File: src/rtl/compass_calibration_point_finder_defines.svh
// ----------------------------------------------------------------------------
// Compass calibration point finder: assertion macros
// Shared assertion forms, clocked on clk and disabled while rst_n is low.
// ----------------------------------------------------------------------------
`ifndef COMPASS_CALIBRATION_POINT_FINDER_DEFINES_SVH
`define COMPASS_CALIBRATION_POINT_FINDER_DEFINES_SVH

// The consequent holds in the same cycle as the antecedent.
`define CPF_ASSERT_NOW(label, ante, cons, msg) \
    label: assert property (@(posedge clk) disable iff (!rst_n) (ante) |-> (cons)) \
        else $error(msg);

// The consequent holds in the cycle after the antecedent.
`define CPF_ASSERT_NEXT(label, ante, cons, msg) \
    label: assert property (@(posedge clk) disable iff (!rst_n) (ante) |=> (cons)) \
        else $error(msg);

`endif

File: src/rtl/cpf_pkg.sv
// ----------------------------------------------------------------------------
// Compass calibration point finder: shared package
// Types, widths, register indexes, status codes and reset values.
// ----------------------------------------------------------------------------
`default_nettype none

package cpf_pkg;

    localparam int PADDR_W = 5;
    localparam int PDATA_W = 32;
    localparam int MAG_W   = 16;
    localparam int POINT_W = 24;
    localparam int DIST_W  = 50;
    localparam int CHUNK_W = 25;
    localparam int OPND_W  = 26;
    localparam int ACC_W   = 64;
    localparam int RSUM_W  = 27;
    localparam int CNT_W   = 10;

    // Register indexes (byte address divided by four).
    localparam logic [2:0] REG_AVG_COUNT     = 3'd0;
    localparam logic [2:0] REG_NOISE_COUNT   = 3'd1;
    localparam logic [2:0] REG_MARK_FACTOR   = 3'd2;
    localparam logic [2:0] REG_RETURN_FACTOR = 3'd3;
    localparam logic [2:0] REG_SPAN_FACTOR   = 3'd4;
    localparam logic [2:0] REG_S_MARGIN_DIV  = 3'd5;

    // Status codes, also the phase of the calibration.
    localparam logic [2:0] PH_AVG    = 3'd0;
    localparam logic [2:0] PH_NOISE  = 3'd1;
    localparam logic [2:0] PH_TRACK  = 3'd2;
    localparam logic [2:0] PH_DONE   = 3'd3;
    localparam logic [2:0] PH_ERR    = 3'd4;
    localparam logic [2:0] PH_NOMARK = 3'd5;

    localparam logic [9:0]  RST_AVG_COUNT     = 10'd100;
    localparam logic [9:0]  RST_NOISE_COUNT   = 10'd100;
    localparam logic [7:0]  RST_MARK_FACTOR   = 8'd80;
    localparam logic [7:0]  RST_RETURN_FACTOR = 8'd2;
    localparam logic [11:0] RST_SPAN_FACTOR   = 12'd1000;
    localparam logic [7:0]  RST_S_MARGIN_DIV  = 8'd10;

    typedef struct packed {
        logic [9:0]  avg_count;
        logic [9:0]  noise_count;
        logic [7:0]  mark_factor;
        logic [7:0]  return_factor;
        logic [11:0] span_factor;
        logic [7:0]  s_margin_divisor;
    } cfg_t;

    typedef struct packed {
        logic               issue;
        logic               clear;
        logic               shift;
        logic signed [25:0] a;
        logic signed [25:0] b;
    } mac_cmd_t;

endpackage

`default_nettype wire

File: src/rtl/cpf_mac.sv
// ----------------------------------------------------------------------------
// Compass calibration point finder: shared multiply-accumulate unit
// One 26 by 26 signed multiplier, a product register and a 64-bit accumulator.
// ----------------------------------------------------------------------------
`default_nettype none

module cpf_mac (
    input  logic                              clk,
    input  logic                              rst_n,
    input  cpf_pkg::mac_cmd_t                 cmd,
    output logic signed [cpf_pkg::ACC_W-1:0]  acc
);
    import cpf_pkg::*;

    logic signed [2*OPND_W-1:0] prod_reg;
    logic                       pv_reg;
    logic                       pclr_reg;
    logic                       pshift_reg;
    logic signed [ACC_W-1:0]    acc_reg;
    logic signed [ACC_W-1:0]    acc_next;
    logic signed [ACC_W-1:0]    prod_ext;
    logic signed [ACC_W-1:0]    base;

    assign acc      = acc_reg;
    assign prod_ext = ACC_W'(prod_reg);

    always_comb
    begin
        base     = pclr_reg ? '0 : acc_reg;
        acc_next = acc_reg;
        if (pv_reg)
        begin
            // The high chunk of a wide operand lands 25 bits up.
            acc_next = base + (pshift_reg ? (prod_ext <<< CHUNK_W) : prod_ext);
        end
    end

    always_ff @(posedge clk or negedge rst_n)
    begin
        if (!rst_n)
        begin
            pv_reg <= 1'b0;
        end
        else
        begin
            pv_reg <= cmd.issue;
        end
    end

    always_ff @(posedge clk)
    begin
        prod_reg   <= cmd.a * cmd.b;
        pclr_reg   <= cmd.clear;
        pshift_reg <= cmd.shift;
        acc_reg    <= acc_next;
    end

endmodule

`default_nettype wire

File: config.mk
export PLATFORM = sky130hd
export DESIGN_NAME = cpf_mac
export DESIGN_NICKNAME = d
export VERILOG_FILES = /design/src/rtl/compass_calibration_point_finder_defines.svh /design/src/rtl/cpf_pkg.sv /design/src/rtl/cpf_mac.sv
export SDC_FILE = /design/constraint.sdc
export NUM_CORES = 2
export LEC_CHECK = 0
export ABC_AREA = 1
export BUFFER_PORTS_ARGS = -buffer_cell sky130_fd_sc_hd__buf_2
export CAP_MARGIN = 20
export CORE_MARGIN = 2
export CORE_UTILIZATION = 50
export DETAILED_ROUTE_END_ITERATION = 10
export PLACE_DENSITY = 0.77
export SLEW_MARGIN = 10
export SYNTH_ARGS = -nofsm -noshare
export SYNTH_HDL_FRONTEND = slang
export SYNTH_SLANG_ARGS = --single-unit
File: constraint.sdc
create_clock -name clk -period 5.15 [get_ports clk]
set_input_delay 0.2575 -clock clk [delete_from_list [all_inputs] [get_ports clk]]
set_output_delay 0.2575 -clock clk [all_outputs]
set_load 0.005 [all_outputs]
# Word level (Yosys, flattened, before mapping)
# Index checks and enable logic that the tools add are counted.
# totals
in_bits	57
register_bits	119
wordCells	9
output_inout_bits	64
# op_classes
mul	1
mux	2
add_sub_neg	1
# ops
cell	count
64-bit 2-to-1 mux	2
64-bit adder	1
26-bit by 26-bit multiplier with 52-bit output	1

# Logic depth before layout (Yosys ltp)
# logic_depth
ltp_word	2
depth_mapped	32
depth_no_buf	30

# Worst setup path after synthesis
# OpenSTA, ideal clock, no wires.
# synth_timing
path_type	input -> register
start	in cmd[51] (netlist name)
end	reg prod_reg[51]
cell_stages	27
n_path_buf	2
setup_time_ns	0.112
arrival_time_ns	6.180
setup_slack_ns	-1.142
required_ns	5.038
path_cell_list	clkbuf_1 > clkbuf_1 > nand2_1 > inv_1 > fa_1 > inv_1 > fa_1 > fa_1 > inv_1 > fa_1 > fa_1 > fa_1 > inv_1 > fa_1 > inv_1 > ha_1 > nand2_1 > inv_1 > nand2_1 > nor3_1 > nand2_1 > nor2_1 > nand2_1 > nand3_1 > inv_1 > nand2_1 > nand2_1
# synth_via
elab_chain_cells	1
# synth_lines
item	line	source
start, declared	cpf_mac.sv:10	input cpf_pkg::mac_cmd_t cmd,
26-bit by 26-bit multiplier with 52-bit output	cpf_mac.sv:52	prod_reg <= cmd.a * cmd.b;
end signal, assigned	cpf_mac.sv:52	
end, declared	cpf_mac.sv:15	logic signed [2*OPND_W-1:0] prod_reg;
# Every way passes these cells.
# A chain may end at the register's enable or synchronous reset.

# Worst setup path after layout
# layout_timing
start	in cmd[4] (netlist name)
end	reg prod_reg[40]
# The elaborated chain is that of the path after synthesis.

==> results by group <==
Yosys
  – Mapped Nets: between 6000 and 7000
  – Post-synth ARST share: 0.840%
  – Largest family of logic cells by synthesized area: adder cells
  – Synth Register Bits: about 120
  – Largest cells by area after synthesis: fa_1, nand2_1, inv_1
  – Post-synth EDFFs: 64
  – Post-synthesis mux area share: 0%
  – Main synth FF type: edfxtp_1
  – Mean area per synthesized cell: roughly 7 um2
  – Area leader, netlist: fa_1
  – Post-synthesis sequential area ratio: 8.41%
  – Mapped Area: roughly 0.036 mm2
  – Cell count after synthesis: around 5000
  – Netlist cell types: 36
  – Synth Area in Simple Gates: a little under a quarter
  – Post-synthesis adder-cell area fraction: approximately 47%
  – Yosys top cell area share: 39.5%
  – Area share of xor/xnor cells in the synthesized design: under 10%
  – Complex-gate fraction of the synthesized area: ~3.1%
  – Synth Warn #: 0

Floorplan
  – Row count: 98
  – Core ar.: around 0.07 mm2
  – Total die area: roughly 0.074 mm2
  – Initial core utilization: between 50 and 60%
  – Top Ports: 121
  – Die width: about 270 um
  – DIE HEIGHT: ~270 um

STA
  – Period utilisation layout: 109%
  – PnR worst setup slack: -0.449 ns
  – Min Tclk post-route: between 5 and 6 ns
  – F_max: about 0.18 GHz
  – Endpoints failing setup: 35
  – Worst-Margin Slew: approximately 0.89 ns
  – Layout Skew: ~0.012 ns
  – Max transition margin: approximately two fifths
  – RSZ-0062 raised after global routing: yes
  – Fin. max-slew vios: 0
  – Fin. Hold Viols: 0
  – Hold WS: between 0.1 and 0.15 ns

Detailed routing
  – Drt first-iter violations: 3100
  – DRT Pass-1 Iters: 6
  – # DRC: 0
  – Routed WL: around 110 mm
  – Via-per-instance ratio: around 5.2
  – Remaining antenna violation count: 0
  – Via Count: about 33000
  – Routed len/inst: between 15 and 20 um

Layout
  – NumNets Final: between 6000 and 7000
  – Post-layout util: 62.6%
  – Share of cells above drive strength 1: a little over a fifth
  – Final Non-Filler Cells: approximately 6400
  – Cell area after layout: approximately 0.045 mm2
  – Ant. Diodes: 0
  – Max reg flops: 64
  – Area Overhead vs Synth: 24.2%

Setup path
  – Critical path's slowest cell: fa_2
  – CP Buf/Inv Count: 9
  – CP Capture Type: flop
  – Delay-heaviest family, CP: adder cells
  – Required time of the critical path: ~5.5 ns
  – Crit path kind: in2reg
  – Arrival @ worst endpoint: 5.94 ns
  – Critical Path Fanout Max: 7
  – Most used cell, CP: fa_1
  – Worst stage delay on the critical path: between 0.6 and 0.7 ns
  – Startpoint Class: primary input

Global routing
  – Grt ovf: 0
  – Initial antenna violation count: 1
  – First-pass GRT wire length: about 180 mm
  – Total GRT Usage: a little under a third
  – Via count of the first global-routing pass: roughly 34000
  – Largest net degree at the start of global routing: 65

Run status
  – Status: finished, violations left
  – Violated checks: negative setup slack

Clocking
  – Clk slew on worst S/H paths: approximately 0.07 ns
  – CTS H-tree depth: 4
  – CTS tree: yes
  – Clock Sink Count: approximately 120
  – Clock buffer depth: 2
  – Clock Root Buffer: clkbuf_16
  – Clk_lat worst skew: approximately 0.44 ns
  – Total CTS buffers: 17

Min path
  – HP Class: in2async

Place
  – DP Wirelength: about 94 mm
  – GP Congestion: approximately 1.1
  – PortBufs: 120
  – Placed Area: a little over 0.04 mm2
  – Total placed cells including tap cells: between 6000 and 7000

Run
  – MaxCap Viol Count: 0
cell families (layout without fill, tap and decap cells):
kind of cell             after synthesis  after routing
buffers and inverters               1671           2082
AO/OA/AOI/OAI                        214            214
adder cells (fa/ha/maj)              920            920
AND/OR/NAND/NOR                     2043           2043
flip-flops                           119            119
XOR/XNOR                              67             67
synthesized netlist by cell type, types with 54 or more instances:
library cell,n
nor2_1,267
dfxtp_1,54
inv_1,1486
a21oi_1,116
o21ai_0,75
ha_1,209
nand2_1,1545
xor2_1,60
fa_1,711
clkbuf_1,170
nand3_1,119
edfxtp_1,64
worst paths after layout:
check,start,end,slack [ns],cells past startpoint
setup / recovery,cmd[4],prod_reg[40]$_DFF_P_,-0.45,25
hold / removal,rst_n,pv_reg$_DFF_PN0_,0.12,2
setup reg to reg,pclr_reg$_DFF_P_,acc[50]$_DFFE_PP_,1.76,11
hold reg to reg,acc[0]$_DFFE_PP_,acc[0]$_DFFE_PP_,0.70,3
max in group asynchronous,rst_n,pv_reg$_DFF_PN0_,4.94,2
min in group clk,cmd[54],pv_reg$_DFF_PN0_,0.46,2
per-layer routing:
layer / up-vias / wire length (um) / global-route usage (%)
met5: - / 13 / 0
met4: 2 / 4660 / 10.8
met3: 308 / 9710 / 4.26
met2: 1556 / 53700 / 50.8
met1: 16098 / 46400 / 42.0
li1: 15046 / - / -
timing repair:
action                                 in CTS  in global routing
resized for setup                         418                334
pin swaps                                 206                216
hold buffers                                4                  0
setup buffers                              50                 29
endpoints found under the hold margin       4                  0
gates cloned                                4                  0
setup endpoints to repair                  39                 39
placed cells by master, fill, tap and decap left out, types with 64 or more instances in the layout:
master / count
a21oi_1: 73
buf_2: 79
buf_4: 339
edfxtp_1: 64
fa_1: 655
ha_1: 164
inv_1: 1369
inv_2: 116
nand2_1: 1376
nand2_2: 119
nand3_1: 98
nor2_1: 222
area by class of cell:
class | count | area (um2)
Inverter | 1498 | 5660
Timing Repair Buffer | 552 | 5030
Multi-Input combinational cell | 3244 | 29200
Clock inverter | 15 | 121
Clock buffer | 17 | 425
Tap cell | 950 | 1190
Fill cell | 5893 | 26700
Sequential cell | 119 | 3030
metrics by stage:
| step | setup TNS, ns | setup slack (ns) |
|---|---|---|
| final | -8.89 | -0.449 |
| after global routing | -14.28 | -0.580 |
| after CTS | -6.24 | -0.331 |
| after detailed placement | -38.40 | -1.17 |
| after global placement | -35.57 | -1.09 |
| after floorplan | -11.84 | -0.629 |
Power is not shown: default switching activity piles up to over one toggle a cycle in this logic, so the estimate is an artifact.
