--- src/rtl/compass_calibration_point_finder_defines.svh ---
// ----------------------------------------------------------------------------
// Compass calibration point finder: assertion macros
// Shared assertion forms, clocked on clk and disabled while rst_n is low.
// ----------------------------------------------------------------------------
`ifndef COMPASS_CALIBRATION_POINT_FINDER_DEFINES_SVH
`define COMPASS_CALIBRATION_POINT_FINDER_DEFINES_SVH

// The consequent holds in the same cycle as the antecedent.
`define CPF_ASSERT_NOW(label, ante, cons, msg) \
    label: assert property (@(posedge clk) disable iff (!rst_n) (ante) |-> (cons)) \
        else $error(msg);

// The consequent holds in the cycle after the antecedent.
`define CPF_ASSERT_NEXT(label, ante, cons, msg) \
    label: assert property (@(posedge clk) disable iff (!rst_n) (ante) |=> (cons)) \
        else $error(msg);

`endif

--- src/rtl/cpf_pkg.sv ---
// ----------------------------------------------------------------------------
// Compass calibration point finder: shared package
// Types, widths, register indexes, status codes and reset values.
// ----------------------------------------------------------------------------
`default_nettype none

package cpf_pkg;

    localparam int PADDR_W = 5;
    localparam int PDATA_W = 32;
    localparam int MAG_W   = 16;
    localparam int POINT_W = 24;
    localparam int DIST_W  = 50;
    localparam int CHUNK_W = 25;
    localparam int OPND_W  = 26;
    localparam int ACC_W   = 64;
    localparam int RSUM_W  = 27;
    localparam int CNT_W   = 10;

    // Register indexes (byte address divided by four).
    localparam logic [2:0] REG_AVG_COUNT     = 3'd0;
    localparam logic [2:0] REG_NOISE_COUNT   = 3'd1;
    localparam logic [2:0] REG_MARK_FACTOR   = 3'd2;
    localparam logic [2:0] REG_RETURN_FACTOR = 3'd3;
    localparam logic [2:0] REG_SPAN_FACTOR   = 3'd4;
    localparam logic [2:0] REG_S_MARGIN_DIV  = 3'd5;

    // Status codes, also the phase of the calibration.
    localparam logic [2:0] PH_AVG    = 3'd0;
    localparam logic [2:0] PH_NOISE  = 3'd1;
    localparam logic [2:0] PH_TRACK  = 3'd2;
    localparam logic [2:0] PH_DONE   = 3'd3;
    localparam logic [2:0] PH_ERR    = 3'd4;
    localparam logic [2:0] PH_NOMARK = 3'd5;

    localparam logic [9:0]  RST_AVG_COUNT     = 10'd100;
    localparam logic [9:0]  RST_NOISE_COUNT   = 10'd100;
    localparam logic [7:0]  RST_MARK_FACTOR   = 8'd80;
    localparam logic [7:0]  RST_RETURN_FACTOR = 8'd2;
    localparam logic [11:0] RST_SPAN_FACTOR   = 12'd1000;
    localparam logic [7:0]  RST_S_MARGIN_DIV  = 8'd10;

    typedef struct packed {
        logic [9:0]  avg_count;
        logic [9:0]  noise_count;
        logic [7:0]  mark_factor;
        logic [7:0]  return_factor;
        logic [11:0] span_factor;
        logic [7:0]  s_margin_divisor;
    } cfg_t;

    typedef struct packed {
        logic               issue;
        logic               clear;
        logic               shift;
        logic signed [25:0] a;
        logic signed [25:0] b;
    } mac_cmd_t;

endpackage

`default_nettype wire

--- src/rtl/cpf_div.sv ---
// ----------------------------------------------------------------------------
// Compass calibration point finder: bit-serial divider
// Restoring division, one quotient bit per cycle, rounded towards minus infinity.
// ----------------------------------------------------------------------------
`default_nettype none

module cpf_div #(
    parameter int DVW = 48,
    parameter int DSW = 24
) (
    input  logic                                clk,
    input  logic                                rst_n,
    input  logic                                start,
    input  logic                                neg,
    input  logic [DVW-1:0]                      dividend,
    input  logic [DSW-1:0]                      divisor,
    output logic                                done,
    output logic signed [cpf_pkg::POINT_W-1:0]  quot
);
    import cpf_pkg::*;

    localparam int CW = $clog2(DVW + 1);

    logic [DVW-1:0] quo_reg;
    logic [DSW-1:0] rem_reg;
    logic [DSW-1:0] dsr_reg;
    logic           neg_reg;
    logic [CW-1:0]  cnt_reg;
    logic           busy_reg;
    logic           done_reg;
    logic [DSW:0]   trial;
    logic           fits;
    logic [POINT_W-1:0] q_low;

    assign trial = {rem_reg, quo_reg[DVW-1]};
    assign fits  = trial >= {1'b0, dsr_reg};
    assign done  = done_reg;
    assign q_low = quo_reg[POINT_W-1:0];

    // Floor for a negative dividend: -q, less one when a remainder is left.
    assign quot = neg_reg ? ((rem_reg != '0) ? ~q_low : -q_low) : q_low;

    always_ff @(posedge clk or negedge rst_n)
    begin
        if (!rst_n)
        begin
            busy_reg <= 1'b0;
            done_reg <= 1'b0;
            cnt_reg  <= '0;
        end
        else
        begin
            done_reg <= 1'b0;
            if (start)
            begin
                busy_reg <= 1'b1;
                cnt_reg  <= CW'(DVW);
            end
            else if (busy_reg)
            begin
                cnt_reg <= cnt_reg - 1'b1;
                if (cnt_reg == CW'(1))
                begin
                    busy_reg <= 1'b0;
                    done_reg <= 1'b1;
                end
            end
        end
    end

    always_ff @(posedge clk)
    begin
        if (start)
        begin
            quo_reg <= dividend;
            rem_reg <= '0;
            dsr_reg <= divisor;
            neg_reg <= neg;
        end
        else if (busy_reg)
        begin
            quo_reg <= {quo_reg[DVW-2:0], fits};
            rem_reg <= fits ? DSW'(trial - {1'b0, dsr_reg}) : trial[DSW-1:0];
        end
    end

endmodule

`default_nettype wire

--- config.mk ---
export PLATFORM = sky130hd
export DESIGN_NAME = cpf_div
export DESIGN_NICKNAME = d
export VERILOG_FILES = /design/src/rtl/compass_calibration_point_finder_defines.svh /design/src/rtl/cpf_pkg.sv /design/src/rtl/cpf_div.sv
export SDC_FILE = /design/constraint.sdc
export NUM_CORES = 1
export LEC_CHECK = 0
export BUFFER_PORTS_ARGS = -buffer_cell sky130_fd_sc_hd__buf_2
export CORE_MARGIN = 2
export CORE_UTILIZATION = 35
export CTS_CLUSTER_SIZE = 20
export DETAILED_ROUTE_END_ITERATION = 10
export GPL_ROUTABILITY_DRIVEN = 0
export PLACE_DENSITY = 0.56
export SLEW_MARGIN = 30
export SYNTH_ARGS = -nofsm -noshare
export SYNTH_HDL_FRONTEND = slang
export SYNTH_SLANG_ARGS = --single-unit
--- constraint.sdc ---
create_clock -name clk -period 3 [get_ports clk]
set_clock_uncertainty 0.2 [all_clocks]
set_input_delay 0.6 -clock clk [delete_from_list [all_inputs] [get_ports clk]]
set_output_delay 0.6 -clock clk [all_outputs]
set_load 0.1 [all_outputs]
* Yosys cells after proc, flatten, opt, wreduce, memory -nomap -nowiden
Index checks and enable logic that the tools add are counted.
** Cells by class
- Magnitude comparators :: 1
- Multipliers :: 0
- Bitwise logic cells :: 1
- Muxes and demuxes :: 13
- Equal/unequal tests :: 1
- Div/mod/pow operators :: 0
- Reductions and logical operators :: 2
- Shift-type cells :: 0
- $add $sub $neg :: 3
** Operators with widths (number)
- 48-bit two-way mux :: 2
- 24-bit two-way mux :: 3
- 25-bit by 24-bit greater-or-equal comparator with 1-bit output :: 1
- 24-bit negation :: 1
- 24-bit NOT :: 1
- 24-bit nonzero test :: 1
- 24-bit subtractor :: 1
- 6-bit two-way mux :: 2
- 6-bit by 1-bit == test with 1-bit output, second input constant :: 1
- 1-bit two-way mux :: 6
- 6-bit by 1-bit subtractor with 6-bit output, second input constant :: 1
- 2-bit nonzero test :: 1
** Word-level totals
- Memory bits (writable) :: 0
- ROM bits :: 0
- Memories kept :: 0
- Input bits :: 76
- Output and inout port bits :: 25
- Register bits :: 105
- Bits in latches :: 0
- Word-level logic and storage cells :: 28

* Depth between registers and ports, before layout
- Depth in word-level cells :: 4
- Gate-level depth with buffers :: 12
- Mapped depth without buffers :: 11

* Least setup slack after synthesis
Ideal clock, no wire load.
- Path type :: flip-flop to output port
- Start point :: register neg_reg
- End point :: output quot[1] (netlist bit)
- Required time :: 2.200 ns
- Arrival time :: 3.225 ns
- Cell stages (with the launch flop) :: 4
- Setup slack :: -1.025 ns
- Cell sequence :: edfxtp_1 -> clkdlybuf4s50_2 -> clkbuf_1 -> o21ai_0
** Between the ends
- Longest elaborated chain between the ends :: 1
** RTL lines
- start, declared :: RTL line cpf_div.sv:27 : logic neg_reg;
- start signal, assigned :: RTL line cpf_div.sv:78 : neg_reg <= neg;
- 24-bit two-way mux :: RTL line cpf_div.sv:41 : assign quot = neg_reg ? ((rem_reg != '0) ? ~q_low : -q_low) : q_low;
- end, declared :: RTL line cpf_div.sv:18 : output logic signed [cpf_pkg::POINT_W-1:0] quot
Every way passes these cells.

* Final worst setup path
- Start point :: register quo_reg[9]
- End point :: output quot[20] (netlist bit)
** Between the ends
- Longest elaborated chain between the ends :: 3
** RTL lines
- start, declared :: RTL line cpf_div.sv:24 : logic [DVW-1:0] quo_reg;
- start signal, assigned :: RTL line cpf_div.sv:75 : quo_reg <= dividend;
- start signal, assigned :: RTL line cpf_div.sv:82 : quo_reg <= {quo_reg[DVW-2:0], fits};
- 24-bit negation :: RTL line cpf_div.sv:41
- 24-bit two-way mux (2 in a row) :: RTL line cpf_div.sv:41
Every way passes these cells.

==> impl_metrics.py <==
metrics = {
    "outcome": {
        "outcome": "finished, violations left",
        "failed_checks": "setup timing",
    },
    "pwr": {
        "power.leakage_nw": 3.82,
        "peakVddDrop_mv": 0.319,
        "internal_power_w": 0.00297,
        "p_clk_share_pct": 26.3,
        "seqPwrFrac_pct": 38.8,
        "p_sw_share_pct": 34.8,
        "powerDensity_mw_per_mm2": 513,
        "p_switching_w": 0.00158,
        "comb_power_share_pct": 34.9,
    },
    "synthesis": {
        "syn_nets": 673,
        "synth-simple-area-share_pct": 12.3,
        "synth_seq_cells": 105,
        "synth_edf_count": 73,
        "synthAdderAreaFrac_pct": 5.79,
        "syn_inst": 569,
        "yosysWarnings": 0,
        "synth_compound_area_share_pct": 13.5,
        "netlist_area_mm2": 0.00618,
        "synth_mux_area_share_pct": 11.7,
        "synth-main-ff-cell": "edfxtp_1",
        "ys_seq_area_share_pct": 46.5,
        "avgSynthCellArea_um2": 10.9,
        "ys_async_sr_fraction_pct": 7.62,
        "synth_xor_area_share_pct": 6.52,
        "ys_types": 64,
        "synth_top_family_by_area": "compound AO/OA/AOI/OAI gates",
    },
    "route": {
        "dr.first_iter.drc_count": 290,
        "routed_via_density": 5.12,
        "vias": 5038,
        "routed_wl_mm": 15.7,
        "wire_per_inst_um": 16.0,
        "drc": 0,
        "drt-pass1-iter-count": 4,
        "detail-route-antenna-nets": 0,
    },
    "sta": {
        "report.final.slew_viol_count": 0,
        "min_period_ns": 3.91,
        "worst_pin_slew_ns": 0.527,
        "finalWorstSetupSlack_ns": -0.906,
        "holdWs_ns": 0.210,
        "final_hold_viol_count": 0,
        "period_share_pct": 130,
        "rsz0062_at_grt": "yes",
        "setup_viol": 24,
        "maxSlewHeadroom_pct": 64.4,
        "fmax_mhz": 256,
    },
    "setup_path": {
        "max_stage_delay_ns": 0.55,
        "cp-startpoint": "quo_reg[9]$_DFFE_PP_",
        "crit_family": "simple AND/OR/NAND/NOR gates",
        "cp_max_fo": 3,
        "critPathCaptureType": "primary output",
        "worstPathRequired_ns": 2.20,
        "crit_path_frequent_cell": "nor4_4",
        "arrival_ns": 3.11,
        "startpoint_type": "flop",
        "path_cells": "or4_4 > or3_4 > nor4_4 > nand3_2 > nor4_4 > nand3b_1 > o31ai_4 > xnor2_4 > buf_12",
        "path_buf_inv": 1,
        "cp_slowest_cell": "or4_4",
        "path_class": "flop to primary output",
        "rr_startpoint": "dsr_reg[0]$_DFFE_PP_",
    },
    "cells_and_area": {
        "layout.nets": 858,
        "multiInputGateArea_mm2": 0.00360,
        "syn_to_final_growth_pct": 43.3,
        "largest_reg_flops": 48,
        "fin_area_mm2": 0.00886,
        "layout_commonest_cell": "buf_4",
        "fin_cells": 984,
        "final_layout_size_suffix_gt1_share_pct": 44.8,
        "layout_common_cells": "buf_4 (90), buf_2 (76), edfxtp_1 (73)",
        "fillers": 1531,
        "ff_latch_area_mm2": 0.00288,
        "diodes": 0,
    },
    "global_route": {
        "antenna_found_initial": 0,
        "grt_use_total_pct": 16.6,
        "grt_overflow": 0,
        "grt_pass1_vias": 4908,
        "grt_max_degree": 49,
        "grt_pass1_wl_mm": 24.4,
    },
    "placed_design": {
        "dpl_cell_area_mm2": 0.00808,
        "port-buffer-count": 100,
        "place_inst": 945,
        "dpl.hpwl_mm": 11.5,
        "dp_slack_ns": -0.538,
    },
    "die": {
        "coreArea_mm2": 0.0173,
        "die_w_um": 137,
        "ios": 101,
        "initial_core_util_pct": 35.7,
        "row_count": 48,
        "die_area_mm2": 0.0187,
        "die_h_um": 137,
    },
    "min_path": {
        "hp-start": "divisor[3]",
        "holdCritPathClass": "input port to flop",
    },
    "clock_tree": {
        "clockRootBuffer": "clkbuf_16",
        "clk_pin_slew_ns": 0.08,
        "cts_max_level": 3,
        "cts.sinks": 105,
        "cts_tree": "done",
        "cts_buffers": 9,
        "cts_max_path_buffers": 2,
        "clkLatencyLatePin_ns": 0.36,
    },
    "run": {
        "cap_violations": 0,
    },
}
per-stage QoR:
step	total power (W)	utilization [%]	TNS, ns
finish	0.00455	51.2	-11.44
global route	0.00472	51.2	-13.73
CTS	0.00454	49.6	-10.86
detailed placement	0.00327	46.7	-5.31
global placement	0.00325	46.7	-4.85
floorplan	0.00272	-	-4.44
path summary, 6_finish.rpt:
kind / slack, ns / end / depth (start not counted)
max: -0.91 / quot[20] / 9
min: 0.21 / dsr_reg[3]$_DFFE_PP_ / 1
max reg2reg: -0.04 / rem_reg[20]$_SDFFE_PP0P_ / 11
min reg2reg: 0.35 / cnt_reg[5]$_DFFE_PN0P_ / 2
max in group asynchronous: 2.02 / busy_reg$_DFF_PN0_ / 2
min in group asynchronous: 0.40 / cnt_reg[1]$_DFFE_PN0P_ / 2
worst reg2reg max path, cell delays in order, from the launching register on:
cell and delay [ns]:
edfxtp_1 0.43, ha_4 0.20, fa_2 0.39, nor2b_2 0.14, o211ai_1 0.13, a211oi_2 0.36
o41ai_4 0.12, o31a_1 0.37, buf_4 0.17, mux2i_1 0.14, o2111a_1 0.22, o21ai_1 0.06
layer usage:
layer,wire [um],vias to the layer above,track usage (%)
li1,-,2475,-
met4,386,0,6.70
met2,7310,119,26.8
met3,546,26,1.96
met1,7450,2418,22.7
met5,0,-,0
cell usage after synthesis, drive strengths merged (7+ instances only):
library cell | count | area [um2]
edfxtp | 73 | 2190
mux2 | 49 | 552
nand2 | 41 | 156
nor2 | 38 | 143
xnor2 | 37 | 324
inv | 30 | 113
o21ai | 30 | 150
ha | 27 | 338
dfxtp | 24 | 480
a21oi | 21 | 105
mux2i | 17 | 170
a211oi | 13 | 97.6
a21o | 13 | 97.6
clkbuf | 13 | 48.8
buf | 12 | 57.6
nand2b | 10 | 62.6
nor4 | 9 | 86.3
o31ai | 9 | 77.6
xor2 | 9 | 78.8
dfrtp | 8 | 200
nand4 | 8 | 50.1
nor3 | 7 | 35.0
final cells by class:
cell class | count | area share [%]
tap | 225 | 3.18
sequential | 105 | 32.4
timing repair buffer | 200 | 19.2
inverter | 30 | 1.27
clock buffer | 9 | 2.54
clock inverter | 7 | 0.791
multi-input combinational | 408 | 40.6
power by group through the flow:
stage | registers (W) | clock network (W) | logic [W]
finish | 0.00176 | 0.00120 | 0.00159
floorplan | 0.00180 | 0 | 0.000922
global placement | 0.00178 | 0 | 0.00146
global route | 0.00178 | 0.00127 | 0.00167
detailed placement | 0.00179 | 0 | 0.00148
CTS | 0.00176 | 0.00123 | 0.00154
repair_timing:
action	in CTS	in global routing
endpoints found under the hold margin	8	0
hold buffers	1	0
buffers inserted	10	13
pin swaps	14	20
resized for setup	26	38
setup endpoints to repair	31	48
cloned	0	1
kinds of logic after synthesis:
kind of cell / after synthesis
compound gates: 123
xor+xnor: 46
fa+ha+maj: 28
buf+inv: 56
flops: 105
mux: 66
simple gates: 145
Power figures use the tool's default switching activity.
