`src/rtl/compass_calibration_point_finder_defines.svh`:
```
// ----------------------------------------------------------------------------
// Compass calibration point finder: assertion macros
// Shared assertion forms, clocked on clk and disabled while rst_n is low.
// ----------------------------------------------------------------------------
`ifndef COMPASS_CALIBRATION_POINT_FINDER_DEFINES_SVH
`define COMPASS_CALIBRATION_POINT_FINDER_DEFINES_SVH

// The consequent holds in the same cycle as the antecedent.
`define CPF_ASSERT_NOW(label, ante, cons, msg) \
    label: assert property (@(posedge clk) disable iff (!rst_n) (ante) |-> (cons)) \
        else $error(msg);

// The consequent holds in the cycle after the antecedent.
`define CPF_ASSERT_NEXT(label, ante, cons, msg) \
    label: assert property (@(posedge clk) disable iff (!rst_n) (ante) |=> (cons)) \
        else $error(msg);

`endif

```
`src/rtl/cpf_pkg.sv`:
```
// ----------------------------------------------------------------------------
// Compass calibration point finder: shared package
// Types, widths, register indexes, status codes and reset values.
// ----------------------------------------------------------------------------
`default_nettype none

package cpf_pkg;

    localparam int PADDR_W = 5;
    localparam int PDATA_W = 32;
    localparam int MAG_W   = 16;
    localparam int POINT_W = 24;
    localparam int DIST_W  = 50;
    localparam int CHUNK_W = 25;
    localparam int OPND_W  = 26;
    localparam int ACC_W   = 64;
    localparam int RSUM_W  = 27;
    localparam int CNT_W   = 10;

    // Register indexes (byte address divided by four).
    localparam logic [2:0] REG_AVG_COUNT     = 3'd0;
    localparam logic [2:0] REG_NOISE_COUNT   = 3'd1;
    localparam logic [2:0] REG_MARK_FACTOR   = 3'd2;
    localparam logic [2:0] REG_RETURN_FACTOR = 3'd3;
    localparam logic [2:0] REG_SPAN_FACTOR   = 3'd4;
    localparam logic [2:0] REG_S_MARGIN_DIV  = 3'd5;

    // Status codes, also the phase of the calibration.
    localparam logic [2:0] PH_AVG    = 3'd0;
    localparam logic [2:0] PH_NOISE  = 3'd1;
    localparam logic [2:0] PH_TRACK  = 3'd2;
    localparam logic [2:0] PH_DONE   = 3'd3;
    localparam logic [2:0] PH_ERR    = 3'd4;
    localparam logic [2:0] PH_NOMARK = 3'd5;

    localparam logic [9:0]  RST_AVG_COUNT     = 10'd100;
    localparam logic [9:0]  RST_NOISE_COUNT   = 10'd100;
    localparam logic [7:0]  RST_MARK_FACTOR   = 8'd80;
    localparam logic [7:0]  RST_RETURN_FACTOR = 8'd2;
    localparam logic [11:0] RST_SPAN_FACTOR   = 12'd1000;
    localparam logic [7:0]  RST_S_MARGIN_DIV  = 8'd10;

    typedef struct packed {
        logic [9:0]  avg_count;
        logic [9:0]  noise_count;
        logic [7:0]  mark_factor;
        logic [7:0]  return_factor;
        logic [11:0] span_factor;
        logic [7:0]  s_margin_divisor;
    } cfg_t;

    typedef struct packed {
        logic               issue;
        logic               clear;
        logic               shift;
        logic signed [25:0] a;
        logic signed [25:0] b;
    } mac_cmd_t;

endpackage

`default_nettype wire

```
`src/rtl/cpf_regs.sv`:
```
// ----------------------------------------------------------------------------
// Compass calibration point finder: configuration registers
// APB-style register file holding the six calibration settings.
// ----------------------------------------------------------------------------
`default_nettype none

module cpf_regs (
    input  logic                         clk,
    input  logic                         rst_n,
    input  logic                         psel,
    input  logic                         penable,
    input  logic                         pwrite,
    input  logic [cpf_pkg::PADDR_W-1:0]  paddr,
    input  logic [cpf_pkg::PDATA_W-1:0]  pwdata,
    output logic [cpf_pkg::PDATA_W-1:0]  prdata,
    output logic                         pready,
    output cpf_pkg::cfg_t                cfg
);
    import cpf_pkg::*;

    cfg_t       cfg_reg;
    cfg_t       cfg_next;
    logic [2:0] idx;
    logic       wr_en;

    assign idx    = paddr[PADDR_W-1:2];
    assign wr_en  = psel & penable & pwrite;
    assign pready = 1'b1;
    assign cfg    = cfg_reg;

    always_comb
    begin
        cfg_next = cfg_reg;
        if (wr_en)
        begin
            unique case (idx)
                REG_AVG_COUNT:     cfg_next.avg_count        = pwdata[9:0];
                REG_NOISE_COUNT:   cfg_next.noise_count      = pwdata[9:0];
                REG_MARK_FACTOR:   cfg_next.mark_factor      = pwdata[7:0];
                REG_RETURN_FACTOR: cfg_next.return_factor    = pwdata[7:0];
                REG_SPAN_FACTOR:   cfg_next.span_factor      = pwdata[11:0];
                REG_S_MARGIN_DIV:  cfg_next.s_margin_divisor = pwdata[7:0];
                default:           cfg_next = cfg_reg;
            endcase
        end
    end

    always_comb
    begin
        unique case (idx)
            REG_AVG_COUNT:     prdata = {22'd0, cfg_reg.avg_count};
            REG_NOISE_COUNT:   prdata = {22'd0, cfg_reg.noise_count};
            REG_MARK_FACTOR:   prdata = {24'd0, cfg_reg.mark_factor};
            REG_RETURN_FACTOR: prdata = {24'd0, cfg_reg.return_factor};
            REG_SPAN_FACTOR:   prdata = {20'd0, cfg_reg.span_factor};
            REG_S_MARGIN_DIV:  prdata = {24'd0, cfg_reg.s_margin_divisor};
            default:           prdata = '0;
        endcase
    end

    always_ff @(posedge clk or negedge rst_n)
    begin
        if (!rst_n)
        begin
            cfg_reg.avg_count        <= RST_AVG_COUNT;
            cfg_reg.noise_count      <= RST_NOISE_COUNT;
            cfg_reg.mark_factor      <= RST_MARK_FACTOR;
            cfg_reg.return_factor    <= RST_RETURN_FACTOR;
            cfg_reg.span_factor      <= RST_SPAN_FACTOR;
            cfg_reg.s_margin_divisor <= RST_S_MARGIN_DIV;
        end
        else
        begin
            cfg_reg <= cfg_next;
        end
    end

endmodule

`default_nettype wire

```
`config.mk`:
```
export PLATFORM = sky130hd
export DESIGN_NAME = cpf_regs
export DESIGN_NICKNAME = d
export VERILOG_FILES = /design/src/rtl/compass_calibration_point_finder_defines.svh /design/src/rtl/cpf_pkg.sv /design/src/rtl/cpf_regs.sv
export SDC_FILE = /design/constraint.sdc
export NUM_CORES = 1
export LEC_CHECK = 0
export ABC_AREA = 1
export BUFFER_PORTS_ARGS = -buffer_cell sky130_fd_sc_hd__clkbuf_2
export CAP_MARGIN = 10
export CELL_PAD_IN_SITES_DETAIL_PLACEMENT = 2
export CELL_PAD_IN_SITES_GLOBAL_PLACEMENT = 2
export CORE_ASPECT_RATIO = 0.6
export CORE_MARGIN = 2
export CORE_UTILIZATION = 23
export DETAILED_ROUTE_END_ITERATION = 6
export PLACE_DENSITY = 0.72
export SYNTH_ARGS = -nofsm -noshare
export SYNTH_HDL_FRONTEND = slang
export SYNTH_SLANG_ARGS = --single-unit
```
`constraint.sdc`:
```
create_clock -name clk -period 1.4 [get_ports clk]
set_input_delay 0.35 -clock clk [delete_from_list [all_inputs] [get_ports clk]]
set_output_delay 0.35 -clock clk [all_outputs]
set_load 0.02 [all_outputs]
```
-- Yosys cells after proc, flatten, opt, wreduce, memory -nomap -nowiden
Cells that the tools add are included.
- bits in registers: 56
- output and inout port bits: 89
- input port bits: 42
- word-level logic and storage cells: 21
- reduce and logical (&&, ||, !) cells: 7
- muxes and demuxes: 1
- eq/ne operators: 5
- bitwise logic cells: 2
- operator list (kind ; count):
    12-bit one-hot mux with 6 select lines ; 1
    2-bit AND reduction ; 6
    3-bit by 2-bit == test with 1-bit output (second input constant) ; 2
    3-bit == test (second input constant) ; 2
    3-bit by 1-bit == test with 1-bit output (second input constant) ; 1
    3-bit zero test ; 1
    1-bit AND ; 2

-- Longest topological paths before layout
Gate-level depths: netlist of the first run.
- depth after elaboration: 3
- depth in mapped cells: 7
- mapped depth without buffers: 5

-- Worst setup path before layout of the first run
Ideal clock, no wire load.
- kind: input to output
- from: in paddr[3] (netlist name)
- to: out prdata[8] (netlist name)
- slack: -177 ps
- arrival time: 1227 ps
- required time: 1050 ps
- buffers on the path: 2
- stages on the path: 5
- cells stage by stage: buf_6 nor2_8 nand2_1 buf_2 o211ai_1
- word-level cells in the longest chain between the ends: 2
- elaborated cells on any way between the ends: 7
- those cells by class: 5 x eq/ne; 1 x mux; 1 x reduce/logical
- ends and longest elaborated chain (what ; RTL line ; text):
    from (decl) ; cpf_regs.sv:13 ; input logic [cpf_pkg::PADDR_W-1:0] paddr,
    3-bit == test (tied with other cells) ; cpf_regs.sv:50 ; unique case (idx)
    12-bit one-hot mux with 6 select lines * ; cpf_regs.sv:50 ;
    to (decl) ; cpf_regs.sv:15 ; output logic [cpf_pkg::PDATA_W-1:0] prdata,
Mark *: on every way between the ends. The rest lies on a longest branch, timed or not.

-- Worst setup path after layout of the first run
- from: reg cfg_reg, in the netlist cfg[1]
- to: out prdata[1] (netlist name)
- word-level cells in the longest chain between the ends: 1
- ends and longest elaborated chain (what ; RTL line ; text):
    from (decl) ; cpf_regs.sv:21 ; cfg_t cfg_reg;
    from (signal assigned) ; cpf_regs.sv:74 ; cfg_reg <= cfg_next;
    12-bit one-hot mux with 6 select lines ; cpf_regs.sv:50 ;
Every way passes these cells.

==> metrics, run 1 <==
Largest register FFs=56; Arr. time, crit path=1380 ps; number of clock sinks=56; VDD IR max=0.499 mV; Final Cycle Share=1.24; Worst Reg-to-Reg Cells=4; number of max-cap violations=0; CP Class=reg2out; Post-Syn Instances=382; violated checks=negative setup slack; syn avg cell area=8.04 µm²; Worst path top cell family by delay=flip-flops; Hold Startpoint=pwdata[10]; area grow syn2layout=51.7%; Nets=555; CTS tree=built; cell accounting for the most synthesized area=dfrtp_1; Initial Util=0.237; R2R Path End=cfg[13]; min Tclk post-route=1730 ps; Critical Path RT=1050 ps; synth unique cells=24; R2R Path Start=cfg[13]; status=finished, violations left; Area contributors post-synth=dfrtp_1 (32%), nand2_1 (16%), dfstp_2 (15%); synthesis warning total=0; crit-path cells=nand4_1, nand2_1, nor2_1, nand2_2, buf_8; ANT cells=0; most frequent cells in the layout=nand2_1 (117), o21ai_0 (57), clkbuf_2 (56); #FFs+latches synth=56; vias=3,144; power per cell area=1290 nW/µm²; area of the mapped netlist=3070 µm²; LEAKAGE=2.36 nW; vias in the first global route=3,391; multi-input logic area=1470 µm²; Slew Limit Fails=0; Critical path buffers and inverters=1; CTS Buf Count=5; Hold Crit Class=in2reg; Rows=32; Max clock buf depth=2; CP startpoint kind=flop; Final ANT Viol Nets=0; final WL=13.4 mm; Critical path origin=cfg[1]; clock skew=0 ps; initial antenna violation count=0; Largest stage delay, worst path=570 ps; Final Hold Fails=0; sequential cell area=1420 µm²; worst-path fanout max=2; total global routing overflow=0; First DRT Iteration DRCs=155; clock latency on the worst-skew pair=300 ps; via density per instance=4.60; die height=93.5 µm; port bufs=87; Max Freq=0.577 GHz; Hold EP=cfg[18]; IO Pins=131; CTS H-tree lvls=2; Root Driver=clkbuf_16; # fillers=1,464; global-route wire length before repair=20.4 mm; Tot GR Track Use=0.190; Final Cell Area=4660 µm²; setup slack at placement=-420 ps; die area=14,300 µm²; Setup WS post-layout=-333 ps; HPWL Detailed=9.88 mm; largest net degree at the start of global routing=50; RSZ-0062 raised after global routing=yes; Final setup viols=21; WL per Instance=19.5 µm; worst hold slack=266 ps; post-synth top area share=0.318; most common cell after layout, fill and taps aside=nand2_1; Slowest cell on crit path=dfstp_2; share of layout cells above drive strength 1=0.420; drt first pass iters=4; core footprint=12,900 µm²; setup TNS=-2970 ps; clock transition at the registers of the reported paths=80 ps; FF-to-FF setup slack=320 ps; CP endpoint kind=output port; GPL Wtd Cong=0.806; Hold Path Depth=3; Seq/Total Area, Yosys=0.463; Placed Area=3950 µm²; Die X=153 µm; DRC errors left=0
-- area by class of cell --
class                   instances  share of cell area
multi-input cells             283               0.315
flip-flops and latches         56               0.306
repair buffers                144               0.278
well taps                     170              0.0457
clock buffers                   5              0.0269
inverters                      23              0.0196
clock inverters                 3             0.00913
-- report_power, final --
part           internal, mW  switching, mW  total (mW)
Sequential             2.01          0.295        2.31
Clock                 0.844          0.649        1.49
Combinational         0.908           1.31        2.22
Total                  3.76           2.26        6.02
-- metrics by stage --
stage / util / power (mW) / std cells
4_1_cts: 0.350 / 5.96 / 680
3_5_place_dp: 0.306 / 4.12 / 661
6_report: 0.360 / 6.02 / 684
2_1_floorplan: - / 3.25 / 401
5_1_grt: 0.360 / 6.34 / 684
3_3_place_gp: 0.306 / 4.05 / 661
-- logic make-up (layout without fill, tap and decap cells) --
group | count (synthesis) | count (layout) | synth area share
buf+inv | 63 | 175 | 0.121
compound gates | 65 | 65 | 0.108
simple gates | 196 | 197 | 0.306
other cells | 2 | 21 | 0.00245
flops | 56 | 56 | 0.463
-- layer usage --
| metal | global-route usage | vias to the layer above | wire length [µm] |
|---|---|---|---|
| met3 | 0.0524 | 9 | 764 |
| li1 | - | 1465 | - |
| met1 | 0.275 | 1587 | 6610 |
| met4 | 0.0378 | 0 | 114 |
| met2 | 0.282 | 83 | 5880 |
| met5 | 0 | - | 0 |
-- how the worst max path moves through the flow --
stage | end | slack (ps) | cells past startpoint
final | prdata[1] | -330 | 5
after global routing | prdata[1] | -390 | 5
after CTS | prdata[1] | -360 | 5
after detailed placement | prdata[3] | -420 | 8
after global placement | prdata[3] | -380 | 8
after floorplan | prdata[8] | -170 | 5
-- synthesized netlist by cell type (all sizes together) --
master,n
nand2,131
o21ai,63
dfrtp,39
buf,35
nand3,28
inv,23
nor2,22
dfstp,17
nand4,15
clkbuf,5
conb,2
o211ai,2
-- tightest hold or removal path: cells and delay by family --
family | cells | cell delay [ps]
buf+inv | 1 | 80
compound gates | 1 | 60
simple gates | 1 | 40
-- repair_timing --
item | 4_1_cts | 5_1_grt
endpoints found under the setup margin | 23 | 28
hold buffers | 1 | 0
hold endpoints to repair | 8 | 0
resized for setup | 81 | 51
pin swaps | 28 | 6
cloned | 1 | 0
buffers inserted | 9 | 6
(Power assumes the default switching activity.)
==> inputs of run 2 (changes only) <==
REMOVE_ABC_BUFFERS = 1   (was unset)
==> run 2 against run 1 <==
Utilization shrank 0.96 points. The flow still finishes with violations (negative setup slack). Critical endpoint is now prdata[4]. Worst hold slack lost 230 ps. Wire length shrank 6.4%. Global-route usage shrank 1.1 points. Critical path type is now in2out.
==> metrics, run 2 (same netlist as run 1, synthesis figures left out) <==
port bufs=87; number of clock sinks=56; # fillers=1,434; CTS Buf Count=5; Final Cycle Share=1.21; LEAKAGE=2.31 nW; Max clock buf depth=2; Hold Crit Class=in2async; vias in the first global route=3,483; CTS Hold Buffers Added=0; largest net degree at the start of global routing=57; final WL=12.5 mm; Initial Util=0.237; most used routing layer=met2; Final ANT Viol Nets=0; sw frac=0.375; First DRT Iteration DRCs=135; worst-path fanout max=7; Largest stage delay, worst path=150 ps; clock latency on the worst-skew pair=300 ps; WL per Instance=18.6 µm; Critical path buffers and inverters=4; area grow syn2layout=47.7%; Worst path top cell family by delay=buffers and inverters; global-route wire length before repair=19.5 mm; initial antenna violation count=0; Final Hold Fails=0; ANT cells=0; die height=93.5 µm; CTS tree=built; most common cell after layout, fill and taps aside=nand2_1; Die X=153 µm; crit-path cells=buf_12, buf_12, nor2_8, buf_8, nand3_1, nand2_1, nor2_2, nand2_1, clkbuf_8; GR Util met1=0.257; share of layout cells above drive strength 1=0.402; CP Class=in2out; number of max-cap violations=0; clock skew=0 ps; Final setup viols=17; met2 capacity usage during global routing=0.280; Tot GR Track Use=0.178; HPWL Detailed=8.97 mm; IO Pins=131; GPL Wtd Cong=0.821; power per cell area=1270 nW/µm²; CP endpoint kind=output port; Rows=32; Root Driver=clkbuf_16; vias=3,107; Arr. time, crit path=1340 ps; Slew Limit Fails=0; drt first pass iters=4; total global routing overflow=0; most frequent cells in the layout=nand2_1 (124), clkbuf_2 (59), o21ai_0 (58); status=finished, violations left; Critical Path RT=1050 ps; Max Freq=0.592 GHz; Nets=544; clock transition at the registers of the reported paths=70 ps; Design Power=5.75 mW; VDD IR max=0.478 mV; Setup WS post-layout=-290 ps; min Tclk post-route=1690 ps; Clk network pwr share=0.259; P_int=3.59 mW; Largest register FFs=56; Slowest cell on crit path=nor2_8; via density per instance=4.62; violated checks=negative setup slack; combinational share of power=0.341; RSZ-0062 raised after global routing=yes; sequential cell area=1420 µm²; die area=14,300 µm²; DRC errors left=0; CP startpoint kind=primary input; multi-input logic area=1480 µm²; Net Switching=2.15 mW; Flop pwr share=0.400; M3 GR Usage=0.0352; Finished Core Util=0.351; core footprint=12,900 µm²; CTS H-tree lvls=2
[run 2: cell count changes in the layout (fill, tap and decap cells not counted), moves of 6 or more]
cell | before | now
buf_6 | 19 | 8
nand2_2 | 12 | 6
nand3_1 | 20 | 13
nand2_1 | 117 | 124
buf_8 | 19 | 9
[run 2: path summary, 6_finish.rpt]
path,startpoint,to,slack (ps),cells after the start
min in group clk,pwdata[8],cfg[16],250,3
min reg2reg,cfg[17],cfg[17],490,2
max reg2reg,cfg[14],cfg[14],450,4
max,paddr[2],prdata[4],-290,9
max in group asynchronous,rst_n,cfg[42],1040,2
min,rst_n,cfg[37],40,2
[run 2: through the flow]
step / cells / area, µm² / setup TNS [ps] / worst slack, ps / hold slack [ps]
global placement: 656 / 3890 / -9300 / -347 / 384
global route: 673 / 4530 / -3850 / -362 / 63.6
CTS: 668 / 4340 / -3250 / -283 / 54.8
detailed placement: 656 / 3890 / -12060 / -366 / 386
finish: 673 / 4530 / -2950 / -290 / 37.3
floorplan: 361 / 2860 / -11070 / -304 / 54.4
[run 2: area by class of cell]
cell class	instances	area share
clock buffers	5	0.0276
repair buffers	133	0.256
well taps	170	0.0469
flip-flops and latches	56	0.314
multi-input cells	283	0.326
clock inverters	3	0.00938
inverters	23	0.0196
[run 2: worst reg2reg max path, stage by stage (launching register included)]
cell and delay (ps):
dfstp_2 560, buf_6 110, buf_4 100, o21ai_0 70, nand2_1 60
[run 2: routing by layer]
layer | vias up | share of wire
li1 | 1445 | -
met1 | 1589 | 0.51
met2 | 66 | 0.45
met3 | 7 | 0.035
met4 | 0 | 0.0065
met5 | - | 0
[run 2: power groups by stage]
stage,registers (mW),clock network [mW],logic [mW]
floorplan,2.63,0,0.489
global route,2.34,1.58,2.12
detailed placement,2.31,0,1.66
finish,2.30,1.49,1.96
CTS,2.28,1.53,1.84
global placement,2.29,0,1.61
[run 2: repair_timing]
action | 4_1_cts | 5_1_grt
gates cloned | 2 | 0
pin swaps | 8 | 10
buffers inserted | 3 | 7
gates resized for setup | 60 | 59
setup endpoints to repair | 16 | 24
